==> config.mk <==
export PLATFORM = sky130hd
export DESIGN_NAME = dna_motif_one_mismatch_scan
export DESIGN_NICKNAME = d
export VERILOG_FILES = /design/src/hdl/dmoms_pkg.sv /design/src/hdl/dna_motif_one_mismatch_scan.sv
export SDC_FILE = /design/constraint.sdc
export NUM_CORES = 1
export LEC_CHECK = 0
export BUFFER_PORTS_ARGS = -buffer_cell sky130_fd_sc_hd__buf_2
export CAP_MARGIN = 0
export CORE_MARGIN = 4
export CORE_UTILIZATION = 35
export CTS_BUF_LIST = sky130_fd_sc_hd__clkbuf_16
export CTS_CLUSTER_DIAMETER = 200
export CTS_CLUSTER_SIZE = 40
export DETAILED_ROUTE_END_ITERATION = 6
export GPL_TIMING_DRIVEN = 0
export PLACE_DENSITY = 0.59
export SYNTH_ARGS = -nofsm -noshare
export SYNTH_HDL_FRONTEND = slang
export SYNTH_SLANG_ARGS = --single-unit
export TNS_END_PERCENT = 10
==> constraint.sdc <==
create_clock -name clk_i -period 7.1 [get_ports clk_i]
set_input_delay 1.775 -clock clk_i [delete_from_list [all_inputs] [get_ports clk_i]]
set_output_delay 1.775 -clock clk_i [all_outputs]
set_load 0.005 [all_outputs]
==> src/hdl/dmoms_pkg.sv <==
// Shared types, constants and helpers for the one-mismatch DNA motif scanner.
package dmoms_pkg;

  // Default sizing of the scanner
  localparam int MaxMotifBasesDef = 32;
  localparam int PositionBitsDef  = 16;

  // Fixed field widths
  localparam int MotifW   = 64;
  localparam int LenW     = 6;
  localparam int HitsW    = 8;
  localparam int CharW    = 8;
  localparam int CfgIdxW  = 2;
  localparam int CodeW    = 3;

  typedef logic [LenW-1:0]  len_t;
  typedef logic [HitsW-1:0] hits_t;
  typedef logic [CodeW-1:0] code_t;

  // Configuration register indexes
  typedef enum logic [CfgIdxW-1:0] {
    CFG_MOTIF_CODE   = 2'd0,
    CFG_MOTIF_LENGTH = 2'd1,
    CFG_MAX_HITS     = 2'd2
  } cfg_reg_e;

  // Register reset values
  localparam logic [MotifW-1:0] MotifCodeRst   = '0;
  localparam len_t              MotifLengthRst = len_t'(22);
  localparam hits_t             MaxHitsRst     = hits_t'(3);

  // Base codes; anything that is not a base gets CodeNone
  localparam code_t CodeA    = code_t'(0);
  localparam code_t CodeC    = code_t'(1);
  localparam code_t CodeG    = code_t'(2);
  localparam code_t CodeT    = code_t'(3);
  localparam code_t CodeNone = code_t'(4);

  // ASCII to base code, either case
  function automatic code_t base_code(input logic [CharW-1:0] ch);
    code_t code;
    case (ch)
      8'h41, 8'h61: code = CodeA;
      8'h43, 8'h63: code = CodeC;
      8'h47, 8'h67: code = CodeG;
      8'h54, 8'h74: code = CodeT;
      default:      code = CodeNone;
    endcase
    return code;
  endfunction

endpackage

==> src/hdl/dna_motif_one_mismatch_scan.sv <==
// Top level of the one-mismatch DNA motif scanner.
//
//  channel | direction | handshake              | payload
//  --------+-----------+------------------------+---------------------------------------
//  in      | in        | in_valid_i / in_stall_o  | base_char_i, read_start_i
//  out     | out       | out_valid_o / out_stall_i| hit_found_o, hit_position_o,
//          |           |                        | hit_exact_o, hits_so_far_o
//  cfg     | in        | cfg_valid_i / cfg_ready_o| cfg_index_i, cfg_data_i
//
// One character per cycle while the input is not stalled; each transfer in gives one result in the next cycle.
// The window compare and hit check sit between the scan state and the result register.
// Reset clears the scan state and the result register, and loads register defaults.
// The input stalls only while a held result is stalled at the output.
// Configuration writes are always ready.
module dna_motif_one_mismatch_scan #(
  parameter int MaxMotifBases = dmoms_pkg::MaxMotifBasesDef,
  parameter int PositionBits  = dmoms_pkg::PositionBitsDef
) (
  input  logic                              clk_i,
  input  logic                              rst_ni,
  // character input
  input  logic                              in_valid_i,
  output logic                              in_stall_o,
  input  logic [dmoms_pkg::CharW-1:0]       base_char_i,
  input  logic                              read_start_i,
  // result output
  output logic                              out_valid_o,
  input  logic                              out_stall_i,
  output logic                              hit_found_o,
  output logic [PositionBits-1:0]           hit_position_o,
  output logic                              hit_exact_o,
  output logic [dmoms_pkg::HitsW-1:0]       hits_so_far_o,
  // configuration writes
  input  logic                              cfg_valid_i,
  output logic                              cfg_ready_o,
  input  logic [dmoms_pkg::CfgIdxW-1:0]     cfg_index_i,
  input  logic [dmoms_pkg::MotifW-1:0]      cfg_data_i
);

  localparam int WinW = 2 * MaxMotifBases;
  localparam int RunW = $clog2(MaxMotifBases + 1);
  localparam logic [PositionBits-1:0] PosMax = '1;
  localparam dmoms_pkg::len_t LenMax = dmoms_pkg::len_t'(MaxMotifBases);
  localparam logic [RunW-1:0] RunMax = RunW'(MaxMotifBases);

  // configuration registers
  logic [dmoms_pkg::MotifW-1:0] motif_q;
  dmoms_pkg::len_t              motif_len_q;
  dmoms_pkg::hits_t             max_hits_q;

  // scan state
  logic [WinW-1:0]         win_q, win_d;
  logic [RunW-1:0]         run_q, run_d;
  logic [PositionBits-1:0] pos_q, pos_d;
  dmoms_pkg::hits_t        tally_q, tally_d;

  // result register
  logic                    out_valid_q, out_valid_d;
  logic                    found_q, found_d;
  logic [PositionBits-1:0] start_q, start_d;
  logic                    exact_q, exact_d;
  dmoms_pkg::hits_t        hits_q;

  logic                    in_xfer;
  dmoms_pkg::code_t        code;
  dmoms_pkg::len_t         len_eff;
  logic [WinW-1:0]         win_cur, win_shift, diff;
  logic [RunW-1:0]         run_cur, run_inc;
  logic [PositionBits-1:0] pos_cur;
  dmoms_pkg::hits_t        tally_cur;
  logic [MaxMotifBases-1:0] sym;
  logic                    is_base, check, sym_none, sym_one;

  assign cfg_ready_o = 1'b1;
  assign in_stall_o  = out_valid_q & out_stall_i;
  assign in_xfer     = in_valid_i & ~in_stall_o;

  // configuration writes
  always_ff @(posedge clk_i or negedge rst_ni) begin
    if (!rst_ni) begin
      motif_q     <= dmoms_pkg::MotifCodeRst;
      motif_len_q <= dmoms_pkg::MotifLengthRst;
      max_hits_q  <= dmoms_pkg::MaxHitsRst;
    end else if (cfg_valid_i && cfg_ready_o) begin
      case (cfg_index_i)
        dmoms_pkg::CFG_MOTIF_CODE:   motif_q     <= cfg_data_i;
        dmoms_pkg::CFG_MOTIF_LENGTH: motif_len_q <= cfg_data_i[dmoms_pkg::LenW-1:0];
        dmoms_pkg::CFG_MAX_HITS:     max_hits_q  <= cfg_data_i[dmoms_pkg::HitsW-1:0];
        default: ;
      endcase
    end
  end

  // effective motif length, clamped to 1..MaxMotifBases
  always_comb begin
    if (motif_len_q == '0) begin
      len_eff = dmoms_pkg::len_t'(1);
    end else if (motif_len_q > LenMax) begin
      len_eff = LenMax;
    end else begin
      len_eff = motif_len_q;
    end
  end

  // state seen by this character, cleared on a new read
  assign win_cur   = read_start_i ? '0 : win_q;
  assign run_cur   = read_start_i ? '0 : run_q;
  assign pos_cur   = read_start_i ? '0 : pos_q;
  assign tally_cur = read_start_i ? '0 : tally_q;

  assign code      = dmoms_pkg::base_code(base_char_i);
  assign is_base   = (code != dmoms_pkg::CodeNone);
  assign win_shift = (win_cur << 2) | WinW'(code[1:0]);
  assign run_inc   = (run_cur < RunMax) ? run_cur + RunW'(1) : run_cur;

  // per-base mismatch flags over the active motif length
  assign diff = win_shift ^ motif_q[WinW-1:0];
  always_comb begin
    for (int k = 0; k < MaxMotifBases; k++) begin
      sym[k] = (diff[2*k] | diff[2*k+1]) & (k < int'(len_eff));
    end
  end
  assign sym_none = (sym == '0);
  assign sym_one  = ((sym & (sym - MaxMotifBases'(1))) == '0);

  assign check = is_base && (dmoms_pkg::len_t'(run_inc) >= len_eff) && (tally_cur < max_hits_q);

  // next scan state and result
  always_comb begin
    win_d   = is_base ? win_shift : '0;
    run_d   = is_base ? run_inc : '0;
    pos_d   = (pos_cur < PosMax) ? pos_cur + PositionBits'(1) : pos_cur;
    found_d = check && sym_one;
    exact_d = check && sym_none;
    tally_d = found_d ? tally_cur + dmoms_pkg::hits_t'(1) : tally_cur;
    if (!found_d) begin
      start_d = '0;
    end else if (pos_cur == PosMax) begin
      start_d = PosMax;
    end else begin
      start_d = pos_cur - (PositionBits'(len_eff) - PositionBits'(1));
    end
  end

  // output register holds until taken
  always_comb begin
    if (in_xfer) begin
      out_valid_d = 1'b1;
    end else if (!out_stall_i) begin
      out_valid_d = 1'b0;
    end else begin
      out_valid_d = out_valid_q;
    end
  end

  always_ff @(posedge clk_i or negedge rst_ni) begin
    if (!rst_ni) begin
      win_q       <= '0;
      run_q       <= '0;
      pos_q       <= '0;
      tally_q     <= '0;
      out_valid_q <= 1'b0;
    end else begin
      out_valid_q <= out_valid_d;
      if (in_xfer) begin
        win_q   <= win_d;
        run_q   <= run_d;
        pos_q   <= pos_d;
        tally_q <= tally_d;
      end
    end
  end

  // result payload
  always_ff @(posedge clk_i or negedge rst_ni) begin
    if (!rst_ni) begin
      found_q <= 1'b0;
      start_q <= '0;
      exact_q <= 1'b0;
      hits_q  <= '0;
    end else if (in_xfer) begin
      found_q <= found_d;
      start_q <= start_d;
      exact_q <= exact_d;
      hits_q  <= tally_d;
    end
  end

  assign out_valid_o    = out_valid_q;
  assign hit_found_o    = found_q;
  assign hit_position_o = start_q;
  assign hit_exact_o    = exact_q;
  assign hits_so_far_o  = hits_q;

endmodule

==> results of run 1 <==
cell type report:
type                       count  area share, %
multi-input combinational    859           47.9
timing repair buffer         107           4.39
inverter                      27          0.783
clock buffer                  17           3.29
tap                          402           3.89
buffer                        54           1.80
sequential                   189           36.6
clock inverter                15           1.33
final timing paths:
kind / to / from / slack [ns]
max: hit_position_o[5] / read_start_i / 0.48
min: hit_position_o[10] / hit_position_o[10] / 0.47
max reg2reg: hit_position_o[5] / motif_len_q[2] / 1.86
min reg2reg: hit_position_o[10] / hit_position_o[10] / 0.47
max in group asynchronous: win_q[34] / rst_ni / 4.84
min in group asynchronous: hit_position_o[15] / rst_ni / 1.26
worst register-to-register path: stages (launching register included):
cell and delay (ns):
dfstp_2 0.52, clkbuf_1 0.33, clkbuf_1 0.47, nor4_1 0.11
nor2_1 0.10, nor2_1 0.11, inv_1 0.17, ha_1 0.16
clkbuf_1 0.42, nand2_1 0.54, o31ai_4 0.26, o211ai_4 0.14
nor3_4 0.33, a41oi_1 0.17, nor3_1 0.31, nand4b_1 0.28
nand2b_1 0.23, buf_2 0.19, buf_6 0.18, o21ai_2 0.13
registers in the layout (all words and copies together), names as in the netlist:
signal          flops
motif_q            64
win_q              62
hit_position_o     16
pos_q              16
hits_so_far_o       8
max_hits_q          8
motif_len_q         6
run_q               6
hit_exact_o         1
hit_found_o         1
out_valid_o         1
routing by layer:
layer	part of all wire (%)	global-route usage, %
met1	46	22.6
met2	49	29.0
met3	3.1	3.02
met4	2.1	5.45
met5	0	0
power by group through the flow:
stage / Clock (mW) / Combinational, mW / Sequential [mW]
after CTS: 1.01 / 0.670 / 1.28
final: 0.983 / 0.666 / 1.28
after detailed placement: 0 / 0.666 / 1.30
after global routing: 1.05 / 0.743 / 1.29
after global placement: 0 / 0.652 / 1.29
after floorplan: 0 / 0.471 / 1.26
metrics by stage:
stage / setup WS (ns) / instance area (sq um)
3_3_place_gp: -0.330 / 12300
3_5_place_dp: -0.330 / 12300
5_1_grt: 0.100 / 12900
2_1_floorplan: 1.64 / 11300
6_report: 0.481 / 12900
4_1_cts: 0.138 / 12900
cell usage in the layout, fill, tap and decap left out, types with 26 or more instances in the layout:
master / count
dfrtp_1: 184
buf_2: 114
nor2_1: 102
nand2_1: 95
mux2_2: 80
a22o_1: 66
clkbuf_1: 40
xnor2_1: 39
nor2b_1: 37
ha_1: 34
o21ai_0: 32
nand3_1: 29
a21oi_1: 29
inv_1: 26
xor2_1: 26
cell families after synthesis:
kind of cell / count (synthesis)
and+or+nand+nor: 388
AOI/OAI and AO/OA: 286
DFF: 189
muxes: 83
buffers and inverters: 82
xor gates and xnor gates: 65
adders and majority gates: 35
other: 1
==> impl_results.md, run 1 <==
* Status: completed
* Post-synth EDFFs at 0
* Buf/Inv on CP at 8
* Pleak at 5.72 nW
* Cell count along the critical path at 21
* Total negative slack at 0 ns
* Reported max-cap violation count at 0
* Core area at 0.0316 sq mm
* Sw frac at 33.1%
* Die span in x at 187 um
* Yosys top cell area share at 40.9%
* Largest delay share family, worst path: buffers and inverters
* Routed WL at 30300 um
* Power Density at 226 mW/mm^2
* Largest net degree at the start of global routing at 113
* Starting Density at 35.6%
* Cts bufs inserted at 17
* Critical path peak fanout at 19
* Synth area leader: dfrtp_1
* Final Util at 40.9%
* Fillers at 3114
* CTS Sinks at 189
* Yosys warning total at 0
* Final setup vio count at 0
* Crit Path Class: in2reg
* Period utilization at 93.2%
* Async S/R FF share, synth at 100%
* Post-synthesis compound-gate area fraction at 18.8%
* Synth Area per Inst at 9.98 sq um
* CTS tree: yes
* Worst skew pair latency at 0.46 ns
* Final Hold Vio Count at 0
* Post-DR wirelength/cell at 18.2 um
* Fin. max-slew vios at 0
* Die area at 0.0351 sq mm
* Seq pwr share at 43.6%
* Die Ht at 187 um
* Root Driver: clkbuf_16
* Slowest stage cell, crit path: buf_2
* Largest family of logic cells by synthesized area: compound AO/OA/AOI/OAI gates
* Psw at 0.968 mW
* Worst min path class: reg2reg
* GRT Overall Usage at 17.2%
* CTS Buffer Depth at 2
* Clock Power Share at 33.6%
* Peak supply drop at 0.175 mV
* Synthesized cell area at 0.0113 sq mm
* Detailed Route Iter0 Violations at 425
* Vias/cell at 5.48
* Dominant cells by area after synthesis: dfrtp_1, mux2_2, a22o_1, ha_1, nor2_1
* Top Ports at 109
* First-pass GRT wire length at 48700 um
* Register bit total from synthesis at 189
* Antenna violations before repair at 0
* Total Power at 2.93 mW
* ANT cells at 0
* DRC errors left at 0
* Post-Synth Simple-Gate Area at 18.8%
* Hold Slack at 0.474 ns
* Clock slew at reported path FFs at 0.08 ns
* Crit path time final at 6.62 ns
* IO buf count at 106
* Most frequent CP cell: buf_2
* Mux cell area share after synthesis at 8.26%
* Critical Path End Type: flop
* Synth cell types at 82
* Launching element type of the critical path: input port
* Post-CTS Resized at 0
* Site Rows at 65
* Critical-path cell list: buf_2, buf_2, buf_2, buf_2, clkbuf_1, clkbuf_1, nor2b_1, ha_1, mux2_2, ha_1, a21o_1, a21o_1, a21oi_1, o21ai_0, nand3_1, nor3_1, nand4b_1, nand2b_1, buf_2, buf_6, o21ai_2
* Fmax achieved at 151 MHz
* Post-CTS Setup Inserts at 0
* Internal Pwr Total at 1.96 mW
* Combinational Power Share at 22.8%
* XOR/XNOR Fraction of Synth Area at 5.05%
* Global placement routability congestion at 0.892
* Cells after Synth at 1129
* Layout cells sized above 1 at 20.7%
* DRT antenna net count at 0
* H-tree depth at 4
* Area grow syn2layout at 14.9%
* Max-slew headroom at 37.3%
* Most common cell in the netlist: dfrtp_1
* DR vias at 9157
* Fin nets at 1370
* Inst Count DP at 1639
* WP data arrival at 6.99 ns
* Main flop type after synthesis: dfrtp_1
* Dpl hpwl at 22700 um
* Worst Tran Pin Value at 0.940 ns
* CP peak stage delay at 0.54 ns
* Register Area at 0.00474 sq mm
* Post-route insts no fill at 1670
* Required time worst endpoint at 7.47 ns
* Area taken by multi-input logic gates at 0.00620 sq mm
* Hold path cells at 2
* CTS Hold Bufs at 0
* Vias in the first global route at 8950
* RSZ-0062 raised after global routing: no
* Adder-cell area share of the yosys netlist at 3.95%
* First drt pass iteration count at 4
* Seq/Total Area, Yosys at 42.0%
* Setup Skew at 0.0165 ns
* Commonest cells in the netlist: dfrtp_1, nor2_1, nand2_1, mux2_2, a22o_1
* GR Overflow Total at 0
* Worst-case reg-to-reg path depth at 19
(Power assumes the default switching activity.)
==> inputs of run 2 (changes only) <==
--- a/config.mk
+++ b/config.mk
@@ -13,8 +13,10 @@
 export CTS_CLUSTER_DIAMETER = 200
 export CTS_CLUSTER_SIZE = 40
 export DETAILED_ROUTE_END_ITERATION = 6
+export GPL_ROUTABILITY_DRIVEN = 0
 export GPL_TIMING_DRIVEN = 0
 export PLACE_DENSITY = 0.59
+export RECOVER_POWER = 25
 export SYNTH_ARGS = -nofsm -noshare
 export SYNTH_HDL_FRONTEND = slang
 export SYNTH_SLANG_ARGS = --single-unit
==> impl_results.md, run 2 (same netlist as run 1, synthesis figures left out) <==
* Commonest non-fill, non-tap cell in the layout: dfrtp_1
* Die area at 0.0351 sq mm (unchanged)
* Slowest stage cell, crit path: buf_2
* Critical-path cell list: buf_2, buf_2, buf_2, buf_2, clkbuf_1, clkbuf_1, nor2b_1, ha_1, mux2_2, ha_1, a21o_1, a21o_1, a21oi_1, o21ai_0, nand3_1, nor3_1, nand4b_1, nand2b_1, buf_2, buf_6, o21ai_2
* Crit path time final at 6.62 ns (+0.0000900 ns)
* Hold Slack at 0.475 ns (+0.000449 ns)
* Fillers at 3118 (+0.13%)
* Inst Count DP at 1639 (unchanged)
* Largest net degree at the start of global routing at 113 (unchanged)
* Layout cells sized above 1 at 20.4% (-0.24 points)
* Max-slew headroom at -186% (-220 points)
* WP data arrival at 6.99 ns (about the same)
* Site Rows at 65 (unchanged)
* Fin. max-slew vios at 78 (+78)
* Final Hold Vio Count at 0 (unchanged)
* Most frequent CP cell: buf_2
* Status: finished with violations
* RSZ-0062 raised after global routing: no
* Total negative slack at 0 ns (unchanged)
* Largest regs: motif_q (64), win_q (62)
* Launching element type of the critical path: input port
* DR vias at 9155 (-0.022%)
* CTS Hold Bufs at 0 (unchanged)
* Die span in x at 187 um (unchanged)
* Peak supply drop at 0.175 mV (about the same)
* Final Util at 40.8% (-0.044 points)
* Pleak at 5.70 nW (-0.21%)
* CTS tree: yes
* Post-CTS Setup Inserts at 0 (unchanged)
* Critical path peak fanout at 19 (unchanged)
* Worst min path class: reg2reg
* Starting Density at 35.6% (unchanged)
* CTS Sinks at 189 (unchanged)
* GR Overflow Total at 0 (unchanged)
* DRT antenna net count at 0 (unchanged)
* Worst Tran Pin Value at 4.30 ns (+3.36 ns)
* Antenna violations before repair at 0 (unchanged)
* ANT cells at 0 (unchanged)
* Dpl hpwl at 22700 um (unchanged)
* Vias/cell at 5.48 (about the same)
* GRT Overall Usage at 17.2% (unchanged)
* Clock slew at reported path FFs at 0.06 ns (-0.02 ns)
* Detailed Route Iter0 Violations at 397 (-6.6%)
* DRC errors left at 0 (unchanged)
* Post-CTS Resized at 0 (unchanged)
* Cts bufs inserted at 17 (unchanged)
* First drt pass iteration count at 5 (+1)
* Reported max-cap violation count at 1 (+1)
* Die Ht at 187 um (unchanged)
* Required time worst endpoint at 7.47 ns (about the same)
* Routed WL at 30400 um (+0.15%)
* Post-route insts no fill at 1670 (unchanged)
* Top reg by flops: motif_q
* Most frequent cells in the layout: dfrtp_1, buf_2, nor2_1
* Top Ports at 109 (unchanged)
* CP peak stage delay at 0.54 ns (about the same)
* CTS Buffer Depth at 2 (unchanged)
* Post-DR wirelength/cell at 18.2 um (+0.15%)
* Setup Skew at 0.0166 ns (+0.0000690 ns)
* Vias in the first global route at 8950 (unchanged)
* Crit Path Class: in2reg
* Period utilization at 93.2% (about the same)
* Area grow syn2layout at 14.7%
* Power Density at 227 mW/mm^2 (+0.15%)
* Max reg flops at 64 (unchanged)
* First-pass GRT wire length at 48700 um (unchanged)
* Final setup vio count at 0 (unchanged)
* H-tree depth at 4 (unchanged)
* Failing checks: max-capacitance violations, max-slew violations
* Root Driver: clkbuf_16
* Worst skew pair latency at 0.46 ns (about the same)
* Fin nets at 1370 (unchanged)
* Critical Path End Type: flop
* IO buf count at 106 (unchanged)
* Fmax achieved at 151 MHz (about the same)
* Core area at 0.0316 sq mm (unchanged)
## run 2: cell count changes in the layout (fill, tap and decap cells not counted), sizes merged
cell	delta
clkbuf	+3
buf	-3
## run 2: routing by layer
layer	GRT usage, %	share of wire (%)	vias to the layer above
li1	-	-	4419
met1	22.6	46	4539
met2	29.0	49	160
met3	3.02	3.2	37
met4	5.45	2.0	0
met5	0	0	-
## run 2: path summary, 6_finish.rpt
check | startpoint | end | slack, ns | cells past startpoint
worst min-delay path | hit_position_o[7] | hit_position_o[7] | 0.47 | 2
worst min register to register | hit_position_o[7] | hit_position_o[7] | 0.47 | 2
min in group asynchronous | rst_ni | hit_position_o[15] | 2.83 | 1
worst max register to register | motif_len_q[2] | hit_position_o[5] | 1.84 | 19
worst max-delay path | read_start_i | hit_position_o[5] | 0.48 | 21
max in group asynchronous | rst_ni | motif_q[29] | 1.83 | 1
## run 2: report_power, final
part | leakage (nW) | total [mW] | internal (mW) | switching (mW)
logic | 2.96 | 0.667 | 0.284 | 0.382
registers | 2.46 | 1.28 | 1.17 | 0.107
clock network | 0.288 | 0.984 | 0.503 | 0.481
## run 2: area by class of cell
type	count	area (sq um)	area share, %
plain buffers	54	233	1.80
clock buffers	17	425	3.29
clock inverters	15	171	1.33
inverters	27	101	0.784
multi-input cells	859	6200	48.0
flip-flops and latches	189	4740	36.6
well taps	402	503	3.89
repair buffers	107	554	4.29
## run 2: worst max-delay path, delay by kind of cell
| kind | cells | cell delay (ns) |
|---|---|---|
| mux | 1 | 0.27 |
| simple gates | 5 | 1.00 |
| fa+ha+maj | 2 | 0.57 |
| compound gates | 5 | 0.62 |
| buf+inv | 8 | 2.72 |
## run 2: per-stage QoR
stage | instance area (sq um) | worst slack [ns] | total power [mW]
global placement | 12300 | -0.330 | 1.95
detailed placement | 12300 | -0.330 | 1.97
CTS | 12900 | 0.138 | 2.96
floorplan | 11300 | 1.64 | 1.73
finish | 12900 | 0.481 | 2.93
global route | 12900 | 0.100 | 3.09
==> inputs of run 3 (changes only) <==
--- a/config.mk
+++ b/config.mk
@@ -15,7 +15,7 @@
 export DETAILED_ROUTE_END_ITERATION = 6
 export GPL_ROUTABILITY_DRIVEN = 0
 export GPL_TIMING_DRIVEN = 0
-export PLACE_DENSITY = 0.59
+export PLACE_DENSITY_LB_ADDON = 0.1
 export RECOVER_POWER = 25
 export SYNTH_ARGS = -nofsm -noshare
 export SYNTH_HDL_FRONTEND = slang
==> constraint.sdc (replaced) <==
create_clock -name clk_i -period 5.9 [get_ports clk_i]
set_input_delay 1.475 -clock clk_i [delete_from_list [all_inputs] [get_ports clk_i]]
set_output_delay 1.475 -clock clk_i [all_outputs]
set_load 0.005 [all_outputs]
==> impl_results.md, run 3 (same netlist as run 1, synthesis figures left out) <==
* Crit path time final at 5.47 ns
* Reported max-cap violation count at 1 (unchanged)
* Area grow syn2layout at 14.3%
* Die span in x at 187 um (unchanged)
* Psw at 1.14 mW (+18%)
* Critical path peak fanout at 28 (+9)
* CTS Buffer Depth at 2 (unchanged)
* CTS tree: yes
* Top Ports at 109 (unchanged)
* DRC errors left at 0 (unchanged)
* Internal Pwr Total at 2.30 mW (+17%)
* Final setup vio count at 0 (unchanged)
* Clock Power Share at 31.8% (-1.8 points)
* CTS Sinks at 189 (unchanged)
* Final Util at 40.7% (-0.14 points)
* Cell count along the critical path at 20 (-4.8%)
* Total negative slack at 0 ns (unchanged)
* Setup Skew at 0.0119 ns (-0.00463 ns)
* Post-DR wirelength/cell at 19.3 um (+6.0%)
* IO buf count at 106 (unchanged)
* Starting Density at 35.6% (unchanged)
* Vias in the first global route at 9049 (+1.1%)
* Largest delay share family, worst path: buffers and inverters
* Die Ht at 187 um (unchanged)
* Worst min path class: reg2reg
* Largest regs: motif_q (64), win_q (62)
* Hold path cells at 2 (unchanged)
* Seq pwr share at 44.6% (+1.0 points)
* Commonest non-fill, non-tap cell in the layout: dfrtp_1
* Cts bufs inserted at 17 (unchanged)
* Final Hold Vio Count at 0 (unchanged)
* Detailed Route Iter0 Violations at 528 (+33%)
* Largest net degree at the start of global routing at 105 (-7.1%)
* Fin nets at 1369 (-0.073%)
* Worst-case reg-to-reg path depth at 19 (unchanged)
* Critical Path End Type: flop
* Hold Slack at 0.471 ns (-0.00398 ns)
* Root Driver: clkbuf_16
* Slowest stage cell, crit path: clkbuf_2
* Site Rows at 65 (unchanged)
* Post-Layout Inst Area at 0.0129 sq mm (-0.35%)
* First-pass GRT wire length at 51100 um (+5.0%)
* Die area at 0.0351 sq mm (unchanged)
* Dpl hpwl at 23800 um (+4.8%)
* Worst Tran Pin Value at 2.71 ns (-1.58 ns)
* Post-route insts no fill at 1669 (-0.060%)
* Period utilization at 92.8%
* DR vias at 9070 (-0.93%)
* Combinational Power Share at 23.6% (+0.8 points)
* Layout cells sized above 1 at 20.6% (+0.17 points)
* Pleak at 5.70 nW (-0.14%)
* Power Density at 267 mW/mm^2 (+18%)
* GRT Overall Usage at 18.4% (+1.2 points)
* Status: finished with violations
* Buf/Inv on CP at 7 (-1)
* CTS Hold Bufs at 0 (unchanged)
* Max-slew headroom at -80.7% (+110 points)
* RSZ-0062 raised after global routing: no
* Clock slew at reported path FFs at 0.07 ns (about the same)
* Final worst-path setup slack at 0.427 ns (-0.0538 ns)
* Max reg flops at 64 (unchanged)
* Routed WL at 32200 um (+5.9%)
* WP data arrival at 5.86 ns (-1.13 ns)
* Crit Path Class: in2reg
* CP peak stage delay at 0.34 ns (-0.20 ns)
* ANT cells at 0 (unchanged)
* Antenna violations before repair at 0 (unchanged)
* Critical-path cell list: buf_2, clkbuf_4, clkbuf_4, buf_6, clkbuf_2, nor2b_1, ha_1, mux2_2, ha_1, a21o_1, a21o_1, a21oi_1, o21ai_0, nand3_1, nor3_1, nand4b_1, nand2b_1, buf_2, buf_6, o21ai_2
* Place WS at -1.52 ns (-1.19 ns)
* Failing checks: max-capacitance violations, max-slew violations
* DRT antenna net count at 0 (unchanged)
* Area after DPL at 0.0123 sq mm (about the same)
* Vias/cell at 5.43 (-0.87%)
* Peak supply drop at 0.246 mV (+41%)
* Worst skew pair latency at 0.45 ns (about the same)
* Required time worst endpoint at 6.28 ns (-1.19 ns)
* Fin. max-slew vios at 104 (+33%)
* Top reg by flops: motif_q
* Sw frac at 33.2% (+0.11 points)
* First drt pass iteration count at 5 (unchanged)
* Fmax achieved at 183 MHz
* Launching element type of the critical path: input port
* GR Overflow Total at 0 (unchanged)
* Total Power at 3.44 mW (+17%)
* Most frequent cells in the layout: dfrtp_1, buf_2, nor2_1
* Core area at 0.0316 sq mm (unchanged)
* Inst Count DP at 1639 (unchanged)
* H-tree depth at 4 (unchanged)
## run 3: cell count changes in the layout (fill, tap and decap cells not counted), sizes merged
cell    change
bufinv      -1
clkbuf      -1
clkinv      +1
## run 3: worst paths after layout
kind / to / slack [ns] / start
max: hit_position_o[11] / 0.43 / read_start_i
min: hit_found_o / 0.47 / hit_found_o
max reg2reg: hit_position_o[11] / 0.56 / motif_len_q[2]
min reg2reg: hit_found_o / 0.47 / hit_found_o
max in group asynchronous: win_q[30] / 2.44 / rst_ni
min in group asynchronous: out_valid_o / 1.86 / rst_ni
## run 3: cell type report
| type | instances | area [sq um] |
|---|---|---|
| buffer | 53 | 243 |
| clock buffer | 17 | 425 |
| tap | 402 | 503 |
| sequential | 189 | 4740 |
| multi-input combinational | 859 | 6200 |
| clock inverter | 15 | 113 |
| fill | 3159 | 18800 |
| timing repair buffer | 107 | 558 |
| inverter | 27 | 101 |
## run 3: timing repair
action | 4_1_cts | 5_1_grt
gates resized for setup | 3 | 3
setup endpoints to repair | 30 | 23
gates cloned | 0 | 0
setup buffers | 0 | 0
## run 3: power by group through the flow
| stage | clock (mW) | sequential (mW) | combinational [mW] |
|---|---|---|---|
| after global placement | 0 | 1.56 | 0.805 |
| after CTS | 1.13 | 1.54 | 0.817 |
| final | 1.09 | 1.53 | 0.811 |
| after floorplan | 0 | 1.52 | 0.567 |
| after detailed placement | 0 | 1.56 | 0.813 |
| after global routing | 1.18 | 1.55 | 0.903 |
## run 3: per-layer routing
metal	up-vias	wire (um)	track usage (%)	share of wire, %
li1	4408	-	-	-
met1	4463	14900	24.5	46
met2	169	15800	31.4	49
met3	30	1040	3.04	3.2
met4	0	481	4.49	1.5
met5	-	0	0	0
## run 3: worst register-to-register path, cell delays in order, from the launching register on
cell	delay [ns]
dfstp_2	0.52
clkbuf_1	0.35
clkbuf_1	0.49
nor4_1	0.12
nor2_1	0.11
nor2_1	0.11
inv_1	0.16
ha_1	0.15
clkbuf_1	0.39
nand2_1	0.54
o31ai_4	0.26
o211ai_4	0.14
nor3_4	0.36
a41oi_1	0.18
nor3_1	0.33
nand4b_1	0.30
nand2b_1	0.23
buf_2	0.21
buf_6	0.20
o21ai_2	0.13
